**config.mk**
```make
export PLATFORM = sky130hd
export DESIGN_NAME = blob_autotile_index_resolver
export DESIGN_NICKNAME = d
export VERILOG_FILES = /design/src/hw/rtl/bai_pkg.sv /design/src/hw/rtl/blob_autotile_index_resolver.sv /design/src/hw/rtl/bai_front.sv /design/src/hw/rtl/bai_queue.sv /design/src/hw/rtl/bai_back.sv
export SDC_FILE = /design/constraint.sdc
export NUM_CORES = 2
export LEC_CHECK = 0
export ABC_AREA = 1
export CAP_MARGIN = 5
export CORE_UTILIZATION = 60
export CTS_CLUSTER_DIAMETER = 80
export CTS_CLUSTER_SIZE = 30
export DETAILED_ROUTE_END_ITERATION = 10
export DONT_BUFFER_PORTS = 1
export GPL_TIMING_DRIVEN = 0
export PLACE_DENSITY = 0.84
export SYNTH_ARGS = -nofsm -noshare
export SYNTH_HDL_FRONTEND = slang
export SYNTH_HIERARCHICAL = 1
export SYNTH_SLANG_ARGS = --single-unit
```
**constraint.sdc**
```tcl
create_clock -name clk -period 9.8 [get_ports clk]
set_input_delay 1.96 -clock clk [delete_from_list [all_inputs] [get_ports clk]]
set_output_delay 1.96 -clock clk [all_outputs]
set_load 0.005 [all_outputs]
```
**src/hw/rtl/bai_pkg.sv**
```systemverilog
// ----------------------------------------------------------------------------
// bai_pkg
// Shared types and constants for the blob autotile index resolver.
// ----------------------------------------------------------------------------
package bai_pkg;

  localparam int unsigned CASE_COUNT   = 47;
  localparam int unsigned MAX_VARIANTS = 256;

  localparam int unsigned CASE_W  = 6;
  localparam int unsigned VAR_W   = 8;
  localparam int unsigned SLOT_W  = 14;
  localparam int unsigned COUNT_W = 9;

  localparam logic [31:0] SEED_OFFSET   = 32'd907;
  localparam logic [31:0] HASH_MUL_X    = 32'd374761393;
  localparam logic [31:0] HASH_MUL_Y    = 32'd668265263;
  localparam logic [31:0] HASH_MUL_SEED = 32'd1442695041;
  localparam logic [31:0] HASH_MUL_MIX  = 32'd1274126177;
  localparam int unsigned HASH_SHIFT_A  = 13;
  localparam int unsigned HASH_SHIFT_B  = 16;

  typedef logic [1:0] cfg_index_t;
  localparam cfg_index_t CFG_WORLD_SEED    = 2'd0;
  localparam cfg_index_t CFG_VARIANT_TOTAL = 2'd1;

  // Classified item handed from front to back
  typedef struct packed {
    logic [CASE_W-1:0] case_idx;
    logic [31:0]       prod_x;
    logic [31:0]       prod_y;
  } bai_item_t;

  // Queue status seen by the top level
  typedef struct packed {
    logic full;
    logic empty;
  } bai_qstat_t;

endpackage

```
**src/hw/rtl/blob_autotile_index_resolver.sv**
```systemverilog
// ----------------------------------------------------------------------------
// blob_autotile_index_resolver
// Pipeline: the front register, the queue, two hash stages, eight remainder
//   stages of four bits each and the output register lie between the input
//   transaction and out_tvalid.
// Throughput: one transaction per cycle in both directions unless stalled.
// Reset: synchronous, active low; world_seed clears to 0, variant_total to 1,
//   all pipeline valids and the queue empty. No clearing pass.
// ----------------------------------------------------------------------------
module blob_autotile_index_resolver import bai_pkg::*; #(
  parameter int unsigned QUEUE_DEPTH = 4
) (
  input  logic        clk,
  input  logic        rst_n,
  // Input tile
  input  logic        in_tvalid,
  output logic        in_tready,
  // [0] occ_north, [1] occ_northeast, [2] occ_east, [3] occ_southeast,
  // [4] occ_south, [5] occ_southwest, [6] occ_west, [7] occ_northwest,
  // [39:8] tile_x, [71:40] tile_y
  input  logic [71:0] in_tdata,
  // Result
  output logic        out_tvalid,
  input  logic        out_tready,
  // [13:0] atlas_slot, [19:14] case_index, [27:20] variant_pick, [31:28] zero
  output logic [31:0] out_tdata,
  // Configuration writes
  input  logic        cfg_we,
  input  cfg_index_t  cfg_index,
  input  logic [31:0] cfg_wdata
);

  // Config: hold the seed already offset, and the variant count already
  // clamped to 1..MAX_VARIANTS so the back end divides by a legal value.
  logic [31:0]        seed_plus_r;
  logic [COUNT_W-1:0] var_count_r;
  logic [COUNT_W-1:0] var_total;
  logic [COUNT_W-1:0] var_count_nxt;

  assign var_total = cfg_wdata[COUNT_W-1:0];

  always_comb begin
    if (var_total == '0) begin
      var_count_nxt = COUNT_W'(1);
    end else if (var_total > COUNT_W'(MAX_VARIANTS)) begin
      var_count_nxt = COUNT_W'(MAX_VARIANTS);
    end else begin
      var_count_nxt = var_total;
    end
  end

  always_ff @(posedge clk) begin
    if (!rst_n) begin
      seed_plus_r <= SEED_OFFSET;
      var_count_r <= COUNT_W'(1);
    end else if (cfg_we) begin
      case (cfg_index)
        CFG_WORLD_SEED:    seed_plus_r <= cfg_wdata + SEED_OFFSET;
        CFG_VARIANT_TOTAL: var_count_r <= var_count_nxt;
        default: ;  // drop writes to unknown registers
      endcase
    end
  end

  // Front: classify the tile and start the hash
  logic        item_valid;
  logic        item_ready;
  bai_item_t   item;
  logic [31:0] seed_term;

  bai_front u_front (
    .clk        (clk),
    .rst_n      (rst_n),
    .in_valid   (in_tvalid),
    .in_ready   (in_tready),
    .occ        (in_tdata[7:0]),
    .tile_x     (in_tdata[39:8]),
    .tile_y     (in_tdata[71:40]),
    .seed_plus  (seed_plus_r),
    .seed_term  (seed_term),
    .item_valid (item_valid),
    .item_ready (item_ready),
    .item       (item)
  );

  // Queue: lets the front keep accepting while the back end stalls
  logic       q_valid;
  logic       q_ready;
  bai_item_t  q_data;
  bai_qstat_t q_stat;

  bai_queue #(
    .DEPTH (QUEUE_DEPTH)
  ) u_queue (
    .clk        (clk),
    .rst_n      (rst_n),
    .push_valid (item_valid),
    .push_ready (item_ready),
    .push_data  (item),
    .pop_valid  (q_valid),
    .pop_ready  (q_ready),
    .pop_data   (q_data),
    .stat       (q_stat)
  );

  // Back: hash finish, modulo, slot
  logic [SLOT_W-1:0] atlas_slot;
  logic [CASE_W-1:0] case_index;
  logic [VAR_W-1:0]  variant_pick;

  bai_back u_back (
    .clk          (clk),
    .rst_n        (rst_n),
    .pop_valid    (q_valid),
    .pop_ready    (q_ready),
    .pop_data     (q_data),
    .seed_term    (seed_term),
    .var_count    (var_count_r),
    .out_valid    (out_tvalid),
    .out_ready    (out_tready),
    .atlas_slot   (atlas_slot),
    .case_index   (case_index),
    .variant_pick (variant_pick)
  );

  assign out_tdata = {4'b0, variant_pick, case_index, atlas_slot};

  // Checks
  a_queue_status: assert property (@(posedge clk) disable iff (!rst_n)
    !(q_stat.full && q_stat.empty))
    else $error("queue reports full and empty together");

  a_count_range: assert property (@(posedge clk) disable iff (!rst_n)
    (var_count_r != '0) && (var_count_r <= COUNT_W'(MAX_VARIANTS)))
    else $error("variant count outside 1..MAX_VARIANTS");

  a_variant_below_count: assert property (@(posedge clk) disable iff (!rst_n)
    out_tvalid |-> ({1'b0, variant_pick} < var_count_r))
    else $error("variant pick not below variant count");

  a_case_range: assert property (@(posedge clk) disable iff (!rst_n)
    out_tvalid |-> (case_index <= CASE_W'(CASE_COUNT - 1)))
    else $error("case index beyond case count");

endmodule

```
**src/hw/rtl/bai_front.sv**
```systemverilog
// ----------------------------------------------------------------------------
// bai_front
// Accept a tile, rank its neighbor signature and start the coordinate hash.
// ----------------------------------------------------------------------------
module bai_front import bai_pkg::*; (
  input  logic              clk,
  input  logic              rst_n,
  input  logic              in_valid,
  output logic              in_ready,
  input  logic [7:0]        occ,
  input  logic [31:0]       tile_x,
  input  logic [31:0]       tile_y,
  input  logic [31:0]       seed_plus,
  output logic [31:0]       seed_term,
  output logic              item_valid,
  input  logic              item_ready,
  output bai_item_t         item
);

  // Rank of each reachable signature: edge count, then notch count, then code
  function automatic logic [CASE_W-1:0] case_of(input logic [7:0] sig);
    logic [CASE_W-1:0] c;
    case (sig)
      8'h00: c = 6'd0;
      8'h01: c = 6'd1;  8'h02: c = 6'd2;  8'h04: c = 6'd3;  8'h08: c = 6'd4;
      8'h03: c = 6'd5;  8'h05: c = 6'd6;  8'h06: c = 6'd7;  8'h09: c = 6'd8;
      8'h0A: c = 6'd9;  8'h0C: c = 6'd10;
      8'h07: c = 6'd11; 8'h0B: c = 6'd12; 8'h0D: c = 6'd13; 8'h0E: c = 6'd14;
      8'h0F: c = 6'd15;
      8'h10: c = 6'd16; 8'h20: c = 6'd17; 8'h40: c = 6'd18; 8'h80: c = 6'd19;
      8'h14: c = 6'd20; 8'h18: c = 6'd21; 8'h21: c = 6'd22; 8'h28: c = 6'd23;
      8'h41: c = 6'd24; 8'h42: c = 6'd25; 8'h82: c = 6'd26; 8'h84: c = 6'd27;
      8'h1C: c = 6'd28; 8'h29: c = 6'd29; 8'h43: c = 6'd30; 8'h86: c = 6'd31;
      8'h30: c = 6'd32; 8'h50: c = 6'd33; 8'h60: c = 6'd34; 8'h90: c = 6'd35;
      8'hA0: c = 6'd36; 8'hC0: c = 6'd37;
      8'h38: c = 6'd38; 8'h61: c = 6'd39; 8'h94: c = 6'd40; 8'hC2: c = 6'd41;
      8'h70: c = 6'd42; 8'hB0: c = 6'd43; 8'hD0: c = 6'd44; 8'hE0: c = 6'd45;
      8'hF0: c = 6'd46;
      default: c = '0;
    endcase
    return c;
  endfunction

  logic [7:0] sig;
  logic       valid_r;
  bai_item_t  item_r;
  logic [31:0] seed_term_r;

  // occ bit order: N, NE, E, SE, S, SW, W, NW
  always_comb begin
    sig[7] = ~occ[0];
    sig[6] = ~occ[2];
    sig[5] = ~occ[4];
    sig[4] = ~occ[6];
    sig[3] = occ[0] & occ[2] & ~occ[1];
    sig[2] = occ[4] & occ[2] & ~occ[3];
    sig[1] = occ[4] & occ[6] & ~occ[5];
    sig[0] = occ[0] & occ[6] & ~occ[7];
  end

  assign in_ready = !valid_r || item_ready;

  always_ff @(posedge clk) begin
    if (!rst_n) begin
      valid_r <= 1'b0;
    end else if (in_ready) begin
      valid_r <= in_valid;
    end
  end

  always_ff @(posedge clk) begin
    if (in_valid && in_ready) begin
      item_r.case_idx <= case_of(sig);
      item_r.prod_x   <= tile_x * HASH_MUL_X;
      item_r.prod_y   <= tile_y * HASH_MUL_Y;
    end
  end

  // Seed product follows the config register in the next cycle
  always_ff @(posedge clk) begin
    seed_term_r <= seed_plus * HASH_MUL_SEED;
  end

  assign item_valid = valid_r;
  assign item       = item_r;
  assign seed_term  = seed_term_r;

endmodule

```
**src/hw/rtl/bai_queue.sv**
```systemverilog
// ----------------------------------------------------------------------------
// bai_queue
// Short FIFO between the front and back sections.
// ----------------------------------------------------------------------------
module bai_queue import bai_pkg::*; #(
  parameter int unsigned DEPTH = 4
) (
  input  logic       clk,
  input  logic       rst_n,
  input  logic       push_valid,
  output logic       push_ready,
  input  bai_item_t  push_data,
  output logic       pop_valid,
  input  logic       pop_ready,
  output bai_item_t  pop_data,
  output bai_qstat_t stat
);

  localparam int unsigned AW = (DEPTH > 1) ? $clog2(DEPTH) : 1;
  localparam int unsigned CW = $clog2(DEPTH + 1);

  bai_item_t   mem_r [DEPTH];
  logic [AW-1:0] wr_ptr_r;
  logic [AW-1:0] rd_ptr_r;
  logic [CW-1:0] count_r;
  logic          do_push;
  logic          do_pop;

  assign stat.full  = (count_r == CW'(DEPTH));
  assign stat.empty = (count_r == '0);
  assign push_ready = !stat.full;
  assign pop_valid  = !stat.empty;
  assign do_push    = push_valid && push_ready;
  assign do_pop     = pop_valid && pop_ready;
  assign pop_data   = mem_r[rd_ptr_r];

  always_ff @(posedge clk) begin
    if (!rst_n) begin
      wr_ptr_r <= '0;
      rd_ptr_r <= '0;
      count_r  <= '0;
    end else begin
      if (do_push) begin
        wr_ptr_r <= (wr_ptr_r == AW'(DEPTH - 1)) ? '0 : wr_ptr_r + 1'b1;
      end
      if (do_pop) begin
        rd_ptr_r <= (rd_ptr_r == AW'(DEPTH - 1)) ? '0 : rd_ptr_r + 1'b1;
      end
      if (do_push && !do_pop) begin
        count_r <= count_r + 1'b1;
      end else if (do_pop && !do_push) begin
        count_r <= count_r - 1'b1;
      end
    end
  end

  always_ff @(posedge clk) begin
    if (do_push) begin
      mem_r[wr_ptr_r] <= push_data;
    end
  end

endmodule

```
**src/hw/rtl/bai_back.sv**
```systemverilog
// ----------------------------------------------------------------------------
// bai_back
// Finish the coordinate hash, reduce it modulo the variant count over eight
// stages of four bits, and form the atlas slot.
// ----------------------------------------------------------------------------
module bai_back import bai_pkg::*; (
  input  logic               clk,
  input  logic               rst_n,
  input  logic               pop_valid,
  output logic               pop_ready,
  input  bai_item_t          pop_data,
  input  logic [31:0]        seed_term,
  input  logic [COUNT_W-1:0] var_count,
  output logic               out_valid,
  input  logic               out_ready,
  output logic [SLOT_W-1:0]  atlas_slot,
  output logic [CASE_W-1:0]  case_index,
  output logic [VAR_W-1:0]   variant_pick
);

  localparam int unsigned DIV_STAGES = 8;
  localparam int unsigned DIV_BITS   = 32 / DIV_STAGES;

  typedef struct packed {
    logic [31:0]        hash;
    logic [COUNT_W-1:0] rem;
    logic [CASE_W-1:0]  case_idx;
  } div_stage_t;

  // Restoring remainder steps; rem stays below cnt, so one subtract per bit
  function automatic logic [COUNT_W-1:0] div_step(
    input logic [COUNT_W-1:0]  rem,
    input logic [DIV_BITS-1:0] bits,
    input logic [COUNT_W-1:0]  cnt
  );
    logic [COUNT_W:0]   t;
    logic [COUNT_W-1:0] r;
    r = rem;
    for (int j = DIV_BITS - 1; j >= 0; j--) begin
      t = {r, bits[j]};
      if (t >= {1'b0, cnt}) begin
        t = t - {1'b0, cnt};
      end
      r = t[COUNT_W-1:0];
    end
    return r;
  endfunction

  logic [31:0]       sum;
  logic              s1_v_r, s2_v_r, out_v_r;
  logic [31:0]       s1_hash_r, s2_hash_r;
  logic [CASE_W-1:0] s1_case_r, s2_case_r;
  logic              s1_rdy, s2_rdy, out_rdy;

  logic [DIV_STAGES-1:0] d_v_r;
  logic [DIV_STAGES-1:0] d_rdy;
  div_stage_t            d_r  [DIV_STAGES];
  div_stage_t            d_in [DIV_STAGES];
  logic [DIV_STAGES-1:0] d_in_v;

  logic [SLOT_W-1:0] slot_r;
  logic [CASE_W-1:0] case_r;
  logic [VAR_W-1:0]  var_r;

  // Ready chain, back to front
  assign out_rdy = !out_v_r || out_ready;
  assign d_rdy[DIV_STAGES-1] = !d_v_r[DIV_STAGES-1] || out_rdy;
  for (genvar i = 0; i < DIV_STAGES - 1; i++) begin : g_rdy
    assign d_rdy[i] = !d_v_r[i] || d_rdy[i+1];
  end
  assign s2_rdy    = !s2_v_r || d_rdy[0];
  assign s1_rdy    = !s1_v_r || s2_rdy;
  assign pop_ready = s1_rdy;

  // Stage 1: sum the three products, first xorshift
  assign sum = pop_data.prod_x + pop_data.prod_y + seed_term;

  always_ff @(posedge clk) begin
    if (!rst_n) begin
      s1_v_r <= 1'b0;
      s2_v_r <= 1'b0;
    end else begin
      if (s1_rdy) begin
        s1_v_r <= pop_valid;
      end
      if (s2_rdy) begin
        s2_v_r <= s1_v_r;
      end
    end
  end

  always_ff @(posedge clk) begin
    if (pop_valid && s1_rdy) begin
      s1_hash_r <= sum ^ (sum >> HASH_SHIFT_A);
      s1_case_r <= pop_data.case_idx;
    end
    // Stage 2: mixing multiply
    if (s1_v_r && s2_rdy) begin
      s2_hash_r <= s1_hash_r * HASH_MUL_MIX;
      s2_case_r <= s1_case_r;
    end
  end

  // Division stages: the first takes the final xorshift and a zero remainder
  assign d_in[0].hash     = s2_hash_r ^ (s2_hash_r >> HASH_SHIFT_B);
  assign d_in[0].rem      = '0;
  assign d_in[0].case_idx = s2_case_r;
  assign d_in_v[0]        = s2_v_r;

  for (genvar i = 1; i < DIV_STAGES; i++) begin : g_link
    assign d_in[i] = d_r[i-1];
    assign d_in_v[i] = d_v_r[i-1];
  end

  for (genvar i = 0; i < DIV_STAGES; i++) begin : g_div
    always_ff @(posedge clk) begin
      if (!rst_n) begin
        d_v_r[i] <= 1'b0;
      end else if (d_rdy[i]) begin
        d_v_r[i] <= d_in_v[i];
      end
    end

    always_ff @(posedge clk) begin
      if (d_in_v[i] && d_rdy[i]) begin
        d_r[i].rem      <= div_step(d_in[i].rem, d_in[i].hash[31 -: DIV_BITS], var_count);
        d_r[i].hash     <= d_in[i].hash << DIV_BITS;
        d_r[i].case_idx <= d_in[i].case_idx;
      end
    end
  end

  // Output register: variant times case count plus case
  always_ff @(posedge clk) begin
    if (!rst_n) begin
      out_v_r <= 1'b0;
    end else if (out_rdy) begin
      out_v_r <= d_v_r[DIV_STAGES-1];
    end
  end

  always_ff @(posedge clk) begin
    if (d_v_r[DIV_STAGES-1] && out_rdy) begin
      var_r  <= d_r[DIV_STAGES-1].rem[VAR_W-1:0];
      case_r <= d_r[DIV_STAGES-1].case_idx;
      slot_r <= SLOT_W'(d_r[DIV_STAGES-1].rem[VAR_W-1:0]) * SLOT_W'(CASE_COUNT)
              + SLOT_W'(d_r[DIV_STAGES-1].case_idx);
    end
  end

  assign out_valid    = out_v_r;
  assign atlas_slot   = slot_r;
  assign case_index   = case_r;
  assign variant_pick = var_r;

endmodule

```
; ---- Word-level counts from Yosys, hierarchy flattened
; Memory sizes are Yosys's and may differ from the RTL's. A register that Yosys moved wholly into a read port is not among the register bits.
; Cells that the tools add are included.
[totals]
mem_bits_rw = 624
word_cells = 316
out_inout_bits = 34
n_memories = 2
input_bits = 111
regBits = 266
[op_classes]
mul = 5
mux = 91
n_reduce_logical = 49
n_eq_ne = 50
magnitude_cmp = 33
n_addsub = 40
bitwise_logic = 18
[memory_table]
columns = name, depth, width, read_ports, rd_clocked_by_memory_dff, wr, line_no
row1 = u_back.d_r, 8, 43, 8, 0, 8, bai_back.sv:57  ; div_stage_t d_r [DIV_STAGES];
row2 = u_queue.mem_r, 4, 70, 1, 1, 1, bai_queue.sv:22  ; bai_item_t mem_r [DEPTH];
[ops]
columns = cell, count
row1 = 9-bit two-way mux, 66
row2 = 10-bit by 9-bit greater-or-equal comparator with 1-bit output, 31
row3 = 9-bit subtractor, 31
row4 = 6-bit case mux with 46 select lines, 1
row5 = "8-bit equality test, second input constant", 13
row6 = 32-bit adder, 2
row7 = "8-bit by 4-bit equality test with 1-bit output, second input constant", 8
row8 = "8-bit by 7-bit equality test with 1-bit output, second input constant", 8
row9 = "32-bit by 31-bit multiplier with 32-bit output, second input constant", 2
row10 = "8-bit by 6-bit equality test with 1-bit output, second input constant", 6
row11 = "32-bit by 10-bit adder with 32-bit output, second input constant", 1
row12 = "8-bit by 3-bit equality test with 1-bit output, second input constant", 4
row13 = "8-bit by 5-bit equality test with 1-bit output, second input constant", 4
row14 = "32-bit by 29-bit multiplier with 32-bit output, second input constant", 1
row15 = "32-bit by 30-bit multiplier with 32-bit output, second input constant", 1
row16 = 32-bit by 16-bit bitwise XOR with 32-bit output, 1
row17 = 32-bit by 19-bit bitwise XOR with 32-bit output, 1
row18 = 1-bit two-way mux, 18
row19 = "8-bit by 2-bit equality test with 1-bit output, second input constant", 2
row20 = 1-bit zero test, 16
row21 = 1-bit logical AND, 15
row22 = 14-bit by 6-bit adder with 14-bit output, 1
row23 = "8-bit by 6-bit multiplier with 14-bit output, second input constant", 1
row24 = 1-bit logical OR, 12
row25 = 19 further kinds, 40

; ---- Logic depth before layout (Yosys ltp)
[logic_depth]
depth_word = 21
depth_mapped = 52
mapped_depth_nobuf = 51

; ---- Cells and area by module
; Netlist, hierarchy kept.
[modules_own_cells]
columns = mod, cells_per_inst, n_inst, seq_area_each_um2, area_each_um2
row1 = bai_back, 4667, 1, 10279.9, 39815.7
row2 = bai_front, 3172, 1, 2762.6, 29998.8
row3 = bai_queue, 748, 1, 8588.2, 11446.0
row4 = blob_autotile_index_resolver, 440, 1, 820.8, 2606.2

; ---- Least setup slack after synthesis
; No wires, ideal clock.
[synth_timing]
path_type = reg-to-reg
start = reg var_count_r[1]
end = mem u_back/d_r[1][13] (netlist bit), data pin
arrival_time_ns = 7.498
path_stages_with_launch = 45
synth_period_minus_slack_ns = 7.751
setup_slack_ns = 2.049
path_buffers = 1
required_ns = 9.547
path_cell_list = dfxtp_1 -> inv_1 -> ha_1 -> nand2_1 -> nor2_1 -> nand3_1 -> nand2_1 -> a21oi_4 -> nand2_4 -> o21ai_1 -> inv_1 -> fa_1 -> inv_1 -> nand3_1 -> nand2_1 -> nand2_1 -> nand2_1 -> a21oi_2 -> [... 9 more ...] -> nand3_1 -> a21oi_1 -> nand2_4 -> nor2_8 -> nand2_1 -> nand2_1 -> ha_1 -> a21oi_1 -> nand2_1 -> nand2_1 -> nand2_1 -> a21oi_1 -> nor2_1 -> o21ai_0 -> nand2_1 -> xor2_1 -> nand2_1 -> nand2_1
[synth_lines]
columns = item, line_no
row1 = from (decl), blob_autotile_index_resolver.sv:36  ; logic [COUNT_W-1:0] var_count_r;
row2 = from (signal assigned), blob_autotile_index_resolver.sv:59  ; CFG_VARIANT_TOTAL: var_count_r <= var_count_nxt;
row3 = to (decl), bai_back.sv:57

==> run_results.csv <==
group,metric,value,unit
placed_design,dpl.hpwl,168,mm
floorplan,fp.dieArea,141000,um^2
global_route,track_usage,0.297,
placed_design,gp_congestion,0.966,
clock_network,cts_max_path_buffers,3,
floorplan,num_rows,136,
sta,finalSetupViolations,0,
clock_network,cts_setup_buffers,0,
clock_network,cts.repair.resized,0,
sta,max-slew-margin-rel,0.124,
sta,fin_worst_skew,0.0346,ns
placed_design,port_buffers,0,
routing,finalWirelength,206,mm
clock_network,tritoncts,"done",
synthesis,postSynthAreaPerCell,9.29,um^2
clock_network,postCtsHoldBufs,0,
critical_path,cp_data_required_time,10.22,ns
cells_and_area,area_delta_synth_final,5.70,%
synthesis,yosys_warnings,6,
run,maxCapViolCount,0,
sta,tns,0,ns
cells_and_area,fin_util,0.642,
clock_network,clk_latency,0.68,ns
floorplan,die_width,376,um
critical_path,crit_path_frequent_cell,"nand2_1",
global_route,antenna_found_initial,0,
sta,max_clock_freq,0.112,GHz
sta,maxSlewViolCount,0,
sta,worst_pin_slew,1.31,ns
sta,hold_viol,0,
clock_network,cts_num_sinks,779,
routing,vias,61931,
critical_path,max_stage_delay,1.20,ns
routing,postRouteAntennaNets,0,
synthesis,syn-cell-area,83900,um^2
global_route,grt_pass1_wl,334,mm
critical_path,cp_slowest_cell,"dfxtp_1",
run_status,status,"complete, no violations",
clock_network,path_clk_slew,0.11,ns
cells_and_area,final.fill_count,10749,
routing,dr.first_iter.drc_count,5051,
cells_and_area,finalNetCount,11139,
clock_network,cts_max_level,2,
routing,vias_per_cell,5.63,
sta,final.min_clock_period,8.95,ns
critical_path,cp-start-kind,"register",
cells_and_area,antenna_cells,0,
global_route,grt_pass1_vias,64567,
critical_path,critPathKind,"register to register",
global_route,grt_max_degree,39,
synthesis,syn_inst,9025,
cells_and_area,drive_above_1_share,0.0556,
critical_path,cp_data_arrival_time,9.36,ns
clock_network,cts_made_buffers,48,
routing,dr.pass1.iters,7,
routing,drc,0,
floorplan,dieHeight,376,um
clock_network,root_buffer,"clkbuf_16",
global_route,gr-total-overflow,0,
sta,rsz0062_at_grt,"false",
floorplan,ios,145,
floorplan,coreArea,138000,um^2
routing,routedWlPerCell,18.8,um
critical_path,cp-end-kind,"register",
sta,fin_hold_ws,0.408,ns
sta,period_share,0.913,
critical_path,crit_fanout,37,
min_path,worstHoldPathType,"register to register",
floorplan,initial_core_util,0.608,
[stage by stage]
stage,setup WS [ns],std cells,cell area [um^2]
after floorplan,2.05,9028,83900
after global placement,-0.505,10891,86200
after detailed placement,0.965,10915,86800
after CTS,0.840,10996,88600
after global routing,0.0867,10997,88600
final,0.853,10997,88600
[critical path: cells and delay by family, from the launching register on]
family | cells | cell delay (ns)
simple gates | 25 | 2.83
compound gates | 7 | 1.67
flops | 1 | 1.20
buf+inv | 5 | 1.26
fa+ha+maj | 4 | 1.63
[registers in the layout (all words and copies together), names as in the netlist, 6 cells and up, named ones only]
name,cells
u_back/s1_case_r,6
u_queue/mem_r,280
u_back/variant_pick,8
u_back/d_r,231
u_back/s2_case_r,6
u_front/item,70
u_back/s1_hash_r,32
var_count_r,9
u_back/atlas_slot,14
u_back/case_index,6
seed_plus_r,32
u_back/d_in_v,7
u_back/s2_hash_r,32
u_front/seed_term,32
[path summary, 6_finish.rpt]
check,depth (start not counted),to,startpoint,slack (ns)
max,41,u_back/d_r[1][96],var_count_r[1],0.85
min,0,u_back/d_r[0][46],u_back/d_r[0][3],0.41
max reg2reg,41,u_back/d_r[1][96],var_count_r[1],0.85
min reg2reg,0,u_back/d_r[0][46],u_back/d_r[0][3],0.41
[layout by cell type (no fill, tap or decap), drive strengths merged, types with 23 or more instances in the layout]
master / count
inv: 1923
nand2: 1725
ha: 1066
fa: 859
edfxtp: 685
nor2: 534
nand3: 477
a21oi: 382
o21ai: 317
xor2: 269
xnor2: 143
nand4: 102
dfxtp: 94
clkbuf: 75
buf: 75
o22ai: 71
nand3b: 53
nor3: 49
o21bai: 33
a31oi: 31
a21o: 29
or2: 23
[layer usage]
| metal | global-route usage | vias up | share of wire |
|---|---|---|---|
| li1 | - | 29180 | - |
| met1 | 0.377 | 30136 | 0.40 |
| met2 | 0.511 | 2125 | 0.49 |
| met3 | 0.0390 | 490 | 0.063 |
| met4 | 0.125 | 0 | 0.045 |
| met5 | 0 | - | 0 |
[area by class of cell]
cell class / count / area (um^2) / share of cell area
Tap cell: 1863 / 2330 / 0.0263
Buffer: 75 / 508 / 0.00573
Sequential cell: 779 / 22500 / 0.253
Timing Repair Buffer: 25 / 513 / 0.00579
Clock buffer: 50 / 1220 / 0.0137
Multi-Input combinational cell: 6267 / 53800 / 0.607
Inverter: 1907 / 7170 / 0.0808
Clock inverter: 31 / 627 / 0.00707
Power is not shown: default switching activity piles up to over one toggle a cycle in this logic, so the estimate is an artifact.
